File: src/sv/epoch_seconds_to_civil_date_assert.svh
// ---------------------------------------------------------------------------
// epoch seconds to civil date: assertion macros
// Shared concurrent assertion forms, clocked on i_clk, off while in reset.
// ---------------------------------------------------------------------------
`ifndef EPOCH_SECONDS_TO_CIVIL_DATE_ASSERT_SVH
`define EPOCH_SECONDS_TO_CIVIL_DATE_ASSERT_SVH

// condition must hold at every edge
`define ESC_ASSERT_ALWAYS(label, cond, msg) \
    label: assert property (@(posedge i_clk) disable iff (!i_rst_n) (cond)) \
        else $error(msg);

// consequent must hold in the cycle after the antecedent
`define ESC_ASSERT_NEXT(label, ante, cons, msg) \
    label: assert property (@(posedge i_clk) disable iff (!i_rst_n) (ante) |=> (cons)) \
        else $error(msg);

`endif

File: src/sv/esc_pkg.sv
// ---------------------------------------------------------------------------
// esc_pkg
// Shared types, constants and tables of the epoch to civil date converter.
// ---------------------------------------------------------------------------
`default_nettype none

package esc_pkg;

    localparam int NumStages = 8;

    // per-stage load enables, driven by the valid chain in the top level
    typedef struct packed {
        logic [NumStages:1] adv;
    } t_pipe_ctl;

    // seconds split: offset input is u = t + 2^31, q = floor(u / 86400)
    localparam logic [25:0] DayRecip   = 26'd50903317;  // ceil(2^35 / 675)
    localparam int          DayShift   = 35;
    localparam logic [31:0] SecsPerDay = 32'd86400;
    // 2^31 + 951868800 = 35872 days + 11648 seconds
    localparam logic [16:0] DayBias    = 17'd35872;
    localparam logic [16:0] TodBias    = 17'd11648;
    localparam logic [16:0] TodWrap    = 17'd74752;     // 86400 - 11648

    localparam logic [17:0] Days400y   = 18'd146097;
    localparam logic [15:0] Days100y   = 16'd36524;
    localparam logic [15:0] Days4y     = 16'd1461;
    localparam logic [10:0] DaysYear   = 11'd365;
    localparam logic [15:0] Y4Recip    = 16'd45934;     // ceil(2^26 / 1461)
    localparam int          Y4Shift    = 26;

    // day offset, 3 more than a multiple of 7, that keeps the weekday sum positive
    localparam logic [15:0] WdBias     = 16'd35878;

    localparam logic [17:0] MinRecip   = 18'd139811;    // ceil(2^23 / 60)
    localparam int          MinShift   = 23;
    localparam logic [10:0] HourRecip  = 11'd1093;      // ceil(2^16 / 60)
    localparam int          HourShift  = 16;

    localparam logic [11:0] BaseYear   = 12'd2000;

    // first day of each month, counted from March 1
    function automatic logic [8:0] esc_month_start(input logic [3:0] mon);
        logic [8:0] res;
        case (mon)
            4'd0:    res = 9'd0;
            4'd1:    res = 9'd31;
            4'd2:    res = 9'd61;
            4'd3:    res = 9'd92;
            4'd4:    res = 9'd122;
            4'd5:    res = 9'd153;
            4'd6:    res = 9'd184;
            4'd7:    res = 9'd214;
            4'd8:    res = 9'd245;
            4'd9:    res = 9'd275;
            4'd10:   res = 9'd306;
            4'd11:   res = 9'd337;
            default: res = 9'd0;
        endcase
        return res;
    endfunction

endpackage

`default_nettype wire

File: src/sv/esc_split.sv
// ---------------------------------------------------------------------------
// esc_split
// Stages 1-2: splits the seconds count into whole days since 2000-03-01
// (floored) and seconds of the day.
// ---------------------------------------------------------------------------
`default_nettype none

module esc_split
    import esc_pkg::*;
(
    input  wire                i_clk,
    input  t_pipe_ctl          i_ctl,
    input  wire  [31:0]        i_secs,
    output logic signed [16:0] o_days,
    output logic [16:0]        o_tod
);

    logic [31:0] w_u;
    logic [50:0] w_prod;
    logic [31:0] r1_u;
    logic [15:0] r1_q;
    logic [31:0] w_diff;
    logic [16:0] w_rem;
    logic [16:0] w_q_ext;
    logic signed [16:0] n_days;
    logic [16:0] n_tod;
    logic signed [16:0] r2_days;
    logic [16:0] r2_tod;

    // bias to unsigned, then floor(u / 86400) = floor((u >> 7) / 675)
    assign w_u    = {~i_secs[31], i_secs[30:0]};
    assign w_prod = 51'(w_u[31:7]) * 51'(DayRecip);

    always_ff @(posedge i_clk) begin
        if (i_ctl.adv[1]) begin
            r1_u <= w_u;
            r1_q <= w_prod[DayShift+15:DayShift];
        end
    end

    assign w_diff  = r1_u - (32'(r1_q) * SecsPerDay);
    assign w_rem   = w_diff[16:0];
    assign w_q_ext = 17'(r1_q);

    always_comb begin
        if (w_rem >= TodBias) begin
            n_days = $signed(w_q_ext - DayBias);
            n_tod  = w_rem - TodBias;
        end else begin
            n_days = $signed(w_q_ext - DayBias - 17'd1);
            n_tod  = w_rem + TodWrap;
        end
    end

    always_ff @(posedge i_clk) begin
        if (i_ctl.adv[2]) begin
            r2_days <= n_days;
            r2_tod  <= n_tod;
        end
    end

    assign o_days = r2_days;
    assign o_tod  = r2_tod;

endmodule

`default_nettype wire

File: src/sv/esc_clock.sv
// ---------------------------------------------------------------------------
// esc_clock
// Stages 3-8: hour, minute and second from the seconds of the day.
// ---------------------------------------------------------------------------
`default_nettype none

module esc_clock
    import esc_pkg::*;
(
    input  wire         i_clk,
    input  t_pipe_ctl   i_ctl,
    input  wire  [16:0] i_tod,
    output logic [4:0]  o_hour,
    output logic [5:0]  o_minute,
    output logic [5:0]  o_second
);

    logic [34:0] w_mprod;
    logic [16:0] r3_tod;
    logic [10:0] r3_mtot;
    logic [16:0] w_sdiff;
    logic [21:0] w_hprod;
    logic [5:0]  r4_sec;
    logic [10:0] r4_mtot;
    logic [4:0]  r4_hour;
    logic [10:0] w_mdiff;
    logic [16:0] r5_hms;
    logic [16:0] r6_hms;
    logic [16:0] r7_hms;
    logic [16:0] r8_hms;

    // total minutes of the day
    assign w_mprod = 35'(i_tod) * 35'(MinRecip);

    always_ff @(posedge i_clk) begin
        if (i_ctl.adv[3]) begin
            r3_tod  <= i_tod;
            r3_mtot <= w_mprod[MinShift+10:MinShift];
        end
    end

    assign w_sdiff = r3_tod - (17'(r3_mtot) * 17'd60);
    assign w_hprod = 22'(r3_mtot) * 22'(HourRecip);

    always_ff @(posedge i_clk) begin
        if (i_ctl.adv[4]) begin
            r4_sec  <= w_sdiff[5:0];
            r4_mtot <= r3_mtot;
            r4_hour <= w_hprod[HourShift+4:HourShift];
        end
    end

    assign w_mdiff = r4_mtot - (11'(r4_hour) * 11'd60);

    // packed hour, minute, second from here on, delayed to line up with the date
    always_ff @(posedge i_clk) begin
        if (i_ctl.adv[5]) begin
            r5_hms <= {r4_hour, w_mdiff[5:0], r4_sec};
        end
        if (i_ctl.adv[6]) begin
            r6_hms <= r5_hms;
        end
        if (i_ctl.adv[7]) begin
            r7_hms <= r6_hms;
        end
        if (i_ctl.adv[8]) begin
            r8_hms <= r7_hms;
        end
    end

    assign o_hour   = r8_hms[16:12];
    assign o_minute = r8_hms[11:6];
    assign o_second = r8_hms[5:0];

endmodule

`default_nettype wire

File: src/sv/esc_cal.sv
// ---------------------------------------------------------------------------
// esc_cal
// Stages 3-8: weekday, year, month, day and day of year from the day count
// since 2000-03-01.
// ---------------------------------------------------------------------------
`default_nettype none

module esc_cal
    import esc_pkg::*;
(
    input  wire                i_clk,
    input  t_pipe_ctl          i_ctl,
    input  wire signed [16:0]  i_days,
    output logic [10:0]        o_year,
    output logic [3:0]         o_month,
    output logic [4:0]         o_day,
    output logic [2:0]         o_weekday,
    output logic [8:0]         o_day_of_year
);

    // stage 3
    logic [17:0] w_days_sx;
    logic [15:0] w_wx;
    logic [5:0]  w_ws1;
    logic [3:0]  w_ws2;
    logic [2:0]  n_wd;
    logic [17:0] n_rd3;
    logic [17:0] r3_rd;
    logic        r3_neg;
    logic [2:0]  r3_wd;
    // stage 4
    logic [1:0]  n_c100;
    logic [15:0] n_c100_days;
    logic [15:0] r4_rd;
    logic [1:0]  r4_c100;
    logic        r4_neg;
    logic [2:0]  r4_wd;
    // stage 5
    logic [31:0] w_y4prod;
    logic [15:0] r5_rd;
    logic [4:0]  r5_c4;
    logic [1:0]  r5_c100;
    logic        r5_neg;
    logic [2:0]  r5_wd;
    // stage 6
    logic [15:0] w_rd6;
    logic [10:0] r6_rd;
    logic [4:0]  r6_c4;
    logic [1:0]  r6_c100;
    logic        r6_neg;
    logic [2:0]  r6_wd;
    // stage 7
    logic [1:0]  n_c1;
    logic [10:0] n_c1_days;
    logic [10:0] w_rd7;
    logic [8:0]  n_c100_yrs;
    logic [8:0]  n_yoff;
    logic        n_leap;
    logic [8:0]  r7_rd;
    logic [8:0]  r7_yoff;
    logic        r7_leap;
    logic        r7_neg;
    logic [2:0]  r7_wd;
    // stage 8
    logic [3:0]  n_mon;
    logic [8:0]  w_mday;
    logic [9:0]  w_yday;
    logic [9:0]  w_ylen;
    logic [8:0]  n_yday;
    logic [3:0]  n_month;
    logic [11:0] n_year;
    logic [10:0] r8_year;
    logic [3:0]  r8_month;
    logic [4:0]  r8_day;
    logic [2:0]  r8_wd;
    logic [8:0]  r8_yday;

    // ---- stage 3: fold into one 400-year cycle, weekday
    assign w_days_sx = {i_days[16], i_days};
    assign n_rd3 = i_days[16] ? (w_days_sx + Days400y) : w_days_sx;

    // 8 = 1 mod 7, so summing octal digits keeps the residue
    assign w_wx  = w_days_sx[15:0] + WdBias;
    assign w_ws1 = 6'(w_wx[2:0]) + 6'(w_wx[5:3]) + 6'(w_wx[8:6])
                 + 6'(w_wx[11:9]) + 6'(w_wx[14:12]) + 6'(w_wx[15]);
    assign w_ws2 = 4'(w_ws1[5:3]) + 4'(w_ws1[2:0]);
    assign n_wd  = (w_ws2 >= 4'd7) ? 3'(w_ws2 - 4'd7) : w_ws2[2:0];

    always_ff @(posedge i_clk) begin
        if (i_ctl.adv[3]) begin
            r3_rd  <= n_rd3;
            r3_neg <= i_days[16];
            r3_wd  <= n_wd;
        end
    end

    // ---- stage 4: centuries, the last one keeps the extra leap day
    always_comb begin
        if (r3_rd >= 18'(3 * Days100y)) begin
            n_c100      = 2'd3;
            n_c100_days = 16'(3 * Days100y);
        end else if (r3_rd >= 18'(2 * Days100y)) begin
            n_c100      = 2'd2;
            n_c100_days = 16'(2 * Days100y);
        end else if (r3_rd >= 18'(Days100y)) begin
            n_c100      = 2'd1;
            n_c100_days = Days100y;
        end else begin
            n_c100      = 2'd0;
            n_c100_days = 16'd0;
        end
    end

    always_ff @(posedge i_clk) begin
        if (i_ctl.adv[4]) begin
            r4_rd   <= r3_rd[15:0] - n_c100_days;
            r4_c100 <= n_c100;
            r4_neg  <= r3_neg;
            r4_wd   <= r3_wd;
        end
    end

    // ---- stage 5: four-year groups
    assign w_y4prod = 32'(r4_rd) * 32'(Y4Recip);

    always_ff @(posedge i_clk) begin
        if (i_ctl.adv[5]) begin
            r5_rd   <= r4_rd;
            r5_c4   <= w_y4prod[Y4Shift+4:Y4Shift];
            r5_c100 <= r4_c100;
            r5_neg  <= r4_neg;
            r5_wd   <= r4_wd;
        end
    end

    // ---- stage 6: day within the four-year group
    assign w_rd6 = r5_rd - (16'(r5_c4) * Days4y);

    always_ff @(posedge i_clk) begin
        if (i_ctl.adv[6]) begin
            r6_rd   <= w_rd6[10:0];
            r6_c4   <= r5_c4;
            r6_c100 <= r5_c100;
            r6_neg  <= r5_neg;
            r6_wd   <= r5_wd;
        end
    end

    // ---- stage 7: single years, the fourth keeps the leap day
    always_comb begin
        if (r6_rd >= 11'(3 * DaysYear)) begin
            n_c1      = 2'd3;
            n_c1_days = 11'(3 * DaysYear);
        end else if (r6_rd >= 11'(2 * DaysYear)) begin
            n_c1      = 2'd2;
            n_c1_days = 11'(2 * DaysYear);
        end else if (r6_rd >= DaysYear) begin
            n_c1      = 2'd1;
            n_c1_days = DaysYear;
        end else begin
            n_c1      = 2'd0;
            n_c1_days = 11'd0;
        end
    end

    always_comb begin
        case (r6_c100)
            2'd0:    n_c100_yrs = 9'd0;
            2'd1:    n_c100_yrs = 9'd100;
            2'd2:    n_c100_yrs = 9'd200;
            2'd3:    n_c100_yrs = 9'd300;
            default: n_c100_yrs = 9'd0;
        endcase
    end

    assign w_rd7  = r6_rd - n_c1_days;
    assign n_yoff = 9'(n_c1) + {2'b00, r6_c4, 2'b00} + n_c100_yrs;
    // the calendar year in which this March-based year starts holds Feb 29
    assign n_leap = (n_c1 == 2'd0) && ((r6_c4 != 5'd0) || (r6_c100 == 2'd0));

    always_ff @(posedge i_clk) begin
        if (i_ctl.adv[7]) begin
            r7_rd   <= w_rd7[8:0];
            r7_yoff <= n_yoff;
            r7_leap <= n_leap;
            r7_neg  <= r6_neg;
            r7_wd   <= r6_wd;
        end
    end

    // ---- stage 8: month lookup and final fields
    always_comb begin
        n_mon = 4'd0;
        for (int m = 1; m < 12; m++) begin
            if (r7_rd >= esc_month_start(4'(m))) begin
                n_mon = n_mon + 4'd1;
            end
        end
    end

    assign w_mday = r7_rd - esc_month_start(n_mon) + 9'd1;
    assign w_yday = 10'(r7_rd) + 10'd59 + 10'(r7_leap);
    assign w_ylen = 10'd365 + 10'(r7_leap);
    assign n_yday = (w_yday >= w_ylen) ? 9'(w_yday - w_ylen) : w_yday[8:0];

    // january and february belong to the next calendar year
    always_comb begin
        n_year = BaseYear + 12'(r7_yoff) - (r7_neg ? 12'd400 : 12'd0);
        if (n_mon >= 4'd10) begin
            n_month = n_mon - 4'd9;
            n_year  = n_year + 12'd1;
        end else begin
            n_month = n_mon + 4'd3;
        end
    end

    always_ff @(posedge i_clk) begin
        if (i_ctl.adv[8]) begin
            r8_year  <= n_year[10:0];
            r8_month <= n_month;
            r8_day   <= w_mday[4:0];
            r8_wd    <= r7_wd;
            r8_yday  <= n_yday;
        end
    end

    assign o_year        = r8_year;
    assign o_month       = r8_month;
    assign o_day         = r8_day;
    assign o_weekday     = r8_wd;
    assign o_day_of_year = r8_yday;

endmodule

`default_nettype wire

File: src/sv/epoch_seconds_to_civil_date.sv
// ---------------------------------------------------------------------------
// epoch_seconds_to_civil_date
// Converts signed 32-bit seconds since 1970-01-01 UTC to Gregorian date,
// time of day, weekday and day of year. The converter is an 8-stage
// pipeline that takes one transaction per clock while the output side
// does not stall. The depth comes from the reciprocal multiplies for the
// day, four-year and minute splits, each followed by a register before
// its remainder multiply. Each stage holds its item until the next has
// room, so a stalled output backs up stage by stage and empty stages still
// fill behind it.
// ---------------------------------------------------------------------------
`default_nettype none

module epoch_seconds_to_civil_date
    import esc_pkg::*;
(
    input  wire         i_clk,
    input  wire         i_rst_n,
    input  wire         i_s_axis_tvalid,
    output logic        o_s_axis_tready,
    input  wire  [31:0] i_s_axis_tdata,   // [31:0] epoch_seconds
    output logic        o_m_axis_tvalid,
    input  wire         i_m_axis_tready,
    // [10:0] year, [14:11] month, [19:15] day, [24:20] hour, [30:25] minute,
    // [36:31] second, [39:37] weekday, [48:40] day_of_year, [55:49] zero
    output logic [55:0] o_m_axis_tdata
);

`include "epoch_seconds_to_civil_date_assert.svh"

    logic [NumStages:1] r_v;
    logic [NumStages:1] n_v;
    t_pipe_ctl          w_ctl;
    logic signed [16:0] w_days;
    logic [16:0]        w_tod;
    logic [10:0]        w_year;
    logic [3:0]         w_month;
    logic [4:0]         w_day;
    logic [4:0]         w_hour;
    logic [5:0]         w_minute;
    logic [5:0]         w_second;
    logic [2:0]         w_weekday;
    logic [8:0]         w_day_of_year;

    // a stage may load when it is empty or its content moves on
    always_comb begin
        w_ctl.adv[NumStages] = !r_v[NumStages] || i_m_axis_tready;
        for (int k = NumStages - 1; k >= 1; k--) begin
            w_ctl.adv[k] = !r_v[k] || w_ctl.adv[k+1];
        end
    end

    always_comb begin
        n_v = r_v;
        if (w_ctl.adv[1]) begin
            n_v[1] = i_s_axis_tvalid;
        end
        for (int k = 2; k <= NumStages; k++) begin
            if (w_ctl.adv[k]) begin
                n_v[k] = r_v[k-1];
            end
        end
    end

    always_ff @(posedge i_clk) begin
        if (!i_rst_n) begin
            r_v <= '0;
        end else begin
            r_v <= n_v;
        end
    end

    esc_split u_split (
        .i_clk  (i_clk),
        .i_ctl  (w_ctl),
        .i_secs (i_s_axis_tdata),
        .o_days (w_days),
        .o_tod  (w_tod)
    );

    esc_clock u_clock (
        .i_clk    (i_clk),
        .i_ctl    (w_ctl),
        .i_tod    (w_tod),
        .o_hour   (w_hour),
        .o_minute (w_minute),
        .o_second (w_second)
    );

    esc_cal u_cal (
        .i_clk         (i_clk),
        .i_ctl         (w_ctl),
        .i_days        (w_days),
        .o_year        (w_year),
        .o_month       (w_month),
        .o_day         (w_day),
        .o_weekday     (w_weekday),
        .o_day_of_year (w_day_of_year)
    );

    assign o_s_axis_tready = w_ctl.adv[1];
    assign o_m_axis_tvalid = r_v[NumStages];
    assign o_m_axis_tdata  = {7'd0, w_day_of_year, w_weekday, w_second, w_minute,
                              w_hour, w_day, w_month, w_year};

    // an accepted transaction always lands in the first stage
    `ESC_ASSERT_NEXT(a_accept_fills, (i_s_axis_tvalid && o_s_axis_tready), (r_v[1]), "accepted transaction lost at stage 1")
    `ESC_ASSERT_ALWAYS(a_date_range, (!o_m_axis_tvalid || (w_month >= 4'd1 && w_month <= 4'd12 && w_day >= 5'd1 && w_day <= 5'd31)), "month or day out of range")
    `ESC_ASSERT_ALWAYS(a_clock_range, (!o_m_axis_tvalid || (w_hour < 5'd24 && w_minute < 6'd60 && w_second < 6'd60)), "time of day out of range")
    `ESC_ASSERT_ALWAYS(a_week_year_range, (!o_m_axis_tvalid || (w_weekday < 3'd7 && w_day_of_year <= 9'd365 && w_year >= 11'd1901 && w_year <= 11'd2038)), "weekday, day of year or year out of range")

endmodule

`default_nettype wire
File: config.mk
export PLATFORM = sky130hd
export DESIGN_NAME = epoch_seconds_to_civil_date
export DESIGN_NICKNAME = d
export VERILOG_FILES = /design/src/sv/esc_pkg.sv /design/src/sv/esc_split.sv /design/src/sv/esc_clock.sv /design/src/sv/esc_cal.sv /design/src/sv/epoch_seconds_to_civil_date.sv
export VERILOG_INCLUDE_DIRS = /design/src /design/src/sv
export SDC_FILE = /design/constraint.sdc
export NUM_CORES = 2
export LEC_CHECK = 0
export BUFFER_PORTS_ARGS = -buffer_cell sky130_fd_sc_hd__buf_2
export CORE_MARGIN = 2
export CORE_UTILIZATION = 45
export CTS_CLUSTER_DIAMETER = 60
export DETAILED_ROUTE_END_ITERATION = 6
export HOLD_SLACK_MARGIN = 0.02
export SLEW_MARGIN = 20
export SYNTH_ARGS = -nofsm -noshare
export SYNTH_HDL_FRONTEND = slang
export SYNTH_SLANG_ARGS = --single-unit
File: constraint.sdc
create_clock -name i_clk -period 9.2 [get_ports i_clk]
set_clock_uncertainty 0.15 [all_clocks]
set_input_delay 0.46 -clock i_clk [delete_from_list [all_inputs] [get_ports i_clk]]
set_output_delay 0.46 -clock i_clk [all_outputs]
set_load 0.05 [all_outputs]
==> flow_summary.toml <==
[clock_network]
cts_root_buf = "sky130_fd_sc_hd__clkbuf_16"
tritoncts.num_buffers = 43
clkSlewWorstSetupHoldPaths_ps = 60
htreeDepth = 2
cts_tree = "yes"
ctsLongestPathBuffers = 3
cts_num_sinks = 320
clk_latency_ps = 570

[sta]
min_period_over_period_pct = 92.2
setup_violations = 0
timing.final.max_slew_violations = 0
worstMarginPinSlew_ps = 1070
maxClockFrequency_mhz = 118
period_minus_slack_ps = 8480
report.final.hold_viol_count = 0
tns_ps = 0
unrepaired_setup_endpoints_after_global_routing = "false"
relSlewSlack_pct = 28.0
setup_slack_ps = 721

[floorplanning]
floorplan.die.height_um = 285
floorplan.die_area_um2 = 81400
floorplan.initialDensity_pct = 45.3
rows = 103
die_width_um = 285
fp.coreArea_um2 = 78600
top_level_ports = 94

[synthesis]
synthesis.instances = 3191
synth_cell_types = 82
synth-edff-count = 312
synthesis.area_per_instance_um2 = 11.2
synth.yosys.warnings = 0
post_synthesis_register_bit_count = 320
postSynth.asyncResetShare_pct = 0
yosysSeqAreaShare_pct = 26.8
ys_dominant_reg_cell = "sky130_fd_sc_hd__edfxtp_1"
synth.cell_area_um2 = 35600

[final_layout]
sequential_cell_area_um2 = 9530
layout.cells.non_filler = 4412
finalNetCount = 4454
area_growth_pct = 9.35
multi_input_area_um2 = 23400
fillerInstances = 7214
drive_above_1_share_pct = 6.28

[detailed_routing]
viasPerCell = 4.93
detail_route.wl_per_cell_um = 15.2
dr.first_iter.drc_count = 753
wl_met1_um = 31400
detail_route.first_pass.iterations = 7
detail-route-antenna-nets = 0
finalWirelength_um = 67200
num_vias = 21800
remaining_drc_errors = 0
wl_met2_um = 32700
detailroute.wirelength.met3_um = 1660
dr.max_layer_used = "met4"

[critical_path]
worst-endpoint-required_ps = 9370
timing.critical_path.max_delay_family = "compound AO/OA/AOI/OAI gates"
crit_path_top_delay_cell = "sky130_fd_sc_hd__a211oi_1"
maximum_fanout_encountered_on_the_critical_timing_path = 7
crit_buf_inv = 4
max_stage_delay_ps = 650
setup.worst_path.end_class = "flip-flop"
worst-r2r-cell-count = 36
crit_arrival_ps = 8650
worstSetupStartpointType = "flip-flop"
crit_path_frequent_cell = "sky130_fd_sc_hd__ha_1"
critical_path_class = "reg -> reg"
critical_path_cell_count = 36

[place]
detailed_placer_s_ending_hpwl_um = 56000
place.port_buffers = 86
place.detailed.instances = 4317
gp_congestion = 0.861
detailedPlace.worstSlack_ps = 667

[job]
max_cap_viol_count = 0

[global_route]
grt_max_degree = 50
overflow = 0
initial_antenna_violation_count = 0
grt_use_total_pct = 17.1
grt_first_pass_wirelength_um = 113000
grt_pass1_vias = 22700

[run_status]
run_status = "finished, final reports clean"

[min_path]
min-delay-path-class = "in -> reg"
hold_depth = 1
## per-layer routing
metal / vias to the layer above / track usage, %
met3: 76 / 1.66
met2: 238 / 30.0
li1: 11000 / -
met5: - / 0
met1: 10400 / 22.7
met4: 0 / 4.38
## worst paths after layout
kind | from | endpoint | slack, ps
hold reg to reg | u_clock.r4_sec[4]$_DFFE_PP_ | u_clock.r5_hms[4]$_DFFE_PP_ | 260
hold / removal | i_s_axis_tdata[7] | u_split.r1_u[7]$_DFFE_PP_ | 180
setup / recovery | u_cal.r7_rd[8]$_DFFE_PP_ | u_cal.o_day[4]$_DFFE_PP_ | 720
setup reg to reg | u_cal.r7_rd[8]$_DFFE_PP_ | u_cal.o_day[4]$_DFFE_PP_ | 720
## logic make-up (layout without fill, tap and decap cells)
family,count (synthesis),count (layout),share of synthesized area (%)
other,1,8,0.0105
and+or+nand+nor,413,413,5.97
AOI/OAI and AO/OA,418,418,7.77
adders and majority gates,1092,1092,45.9
muxes,11,11,0.359
DFF,320,320,26.8
buffers and inverters,714,878,7.65
xor gates and xnor gates,222,222,5.60
## per-stage QoR
stage	hold slack, ps	instance area, µm²	util, %
6_report	176	38900	49.5
5_1_grt	163	38900	49.5
4_1_cts	148	38900	49.5
3_5_place_dp	255	37300	47.5
3_3_place_gp	250	37300	47.5
2_1_floorplan	250	35600	-
## cell usage in the layout (no fill, tap or decap), drive strengths merged, types with 19 or more instances in the layout
cell type	n
nor3	31
nand2b	27
nor2b	34
o21a	30
nand3	41
xor2	63
o21ai	87
clkinv	21
o211ai	19
xnor2	156
buf	109
nor2	81
ha	737
clkbuf	45
nand2	94
a21o	72
inv	689
and2	23
a21oi	98
edfxtp	312
fa	355
## flip-flops by register name, summed over array words and instances (netlist names), 11 cells and up
name and count:
u_split.r1_q 16, u_cal.o_year 11, u_cal.r6_rd 11, u_clock.r7_hms 17, u_clock.r5_hms 17, u_split.o_tod 17, u_clock.r8_hms 17, u_split.r1_u 17
u_clock.r6_hms 17, u_split.o_days 17, u_cal.r3_rd 18, u_clock.r3_mtot 11, u_cal.r4_rd 16, u_cal.r5_rd 11
## layout make-up
class                           count  share of cell area, %
Clock buffer                       45                   2.78
Timing Repair Buffer              118                   1.78
Sequential cell                   320                   24.5
Tap cell                         1050                   3.38
Clock inverter                     35                  0.961
Inverter                          680                   6.56
Antenna cell                        1                0.00643
Multi-Input combinational cell   2163                   60.1
## cells in the mapped netlist, types with 18 or more instances
cell type / instances / area [µm²]
sky130_fd_sc_hd__a21o_1: 72 / 541
sky130_fd_sc_hd__a21oi_1: 98 / 490
sky130_fd_sc_hd__and2_1: 23 / 144
sky130_fd_sc_hd__and3_1: 18 / 113
sky130_fd_sc_hd__clkbuf_1: 18 / 67.6
sky130_fd_sc_hd__edfxtp_1: 312 / 9370
sky130_fd_sc_hd__fa_1: 355 / 7110
sky130_fd_sc_hd__ha_1: 737 / 9220
sky130_fd_sc_hd__inv_1: 679 / 2550
sky130_fd_sc_hd__nand2_1: 93 / 349
sky130_fd_sc_hd__nand2b_1: 27 / 169
sky130_fd_sc_hd__nand3_1: 41 / 205
sky130_fd_sc_hd__nand4_1: 18 / 113
sky130_fd_sc_hd__nor2_1: 80 / 300
sky130_fd_sc_hd__nor2b_1: 34 / 213
sky130_fd_sc_hd__nor3_1: 30 / 150
sky130_fd_sc_hd__o211ai_1: 18 / 135
sky130_fd_sc_hd__o21a_1: 30 / 225
sky130_fd_sc_hd__o21ai_0: 84 / 420
sky130_fd_sc_hd__xnor2_1: 156 / 1370
sky130_fd_sc_hd__xor2_1: 62 / 543
## repair_timing
action	4_1_cts	5_1_grt
setup endpoints to repair	0	2
hold buffers	9	0
hold endpoints to repair	12	0
setup buffers	0	5
gates resized for setup	0	1
Power is left out: the tool's default activity adds up to more than one toggle a clock period on the data nets, which glitch-free logic cannot reach.
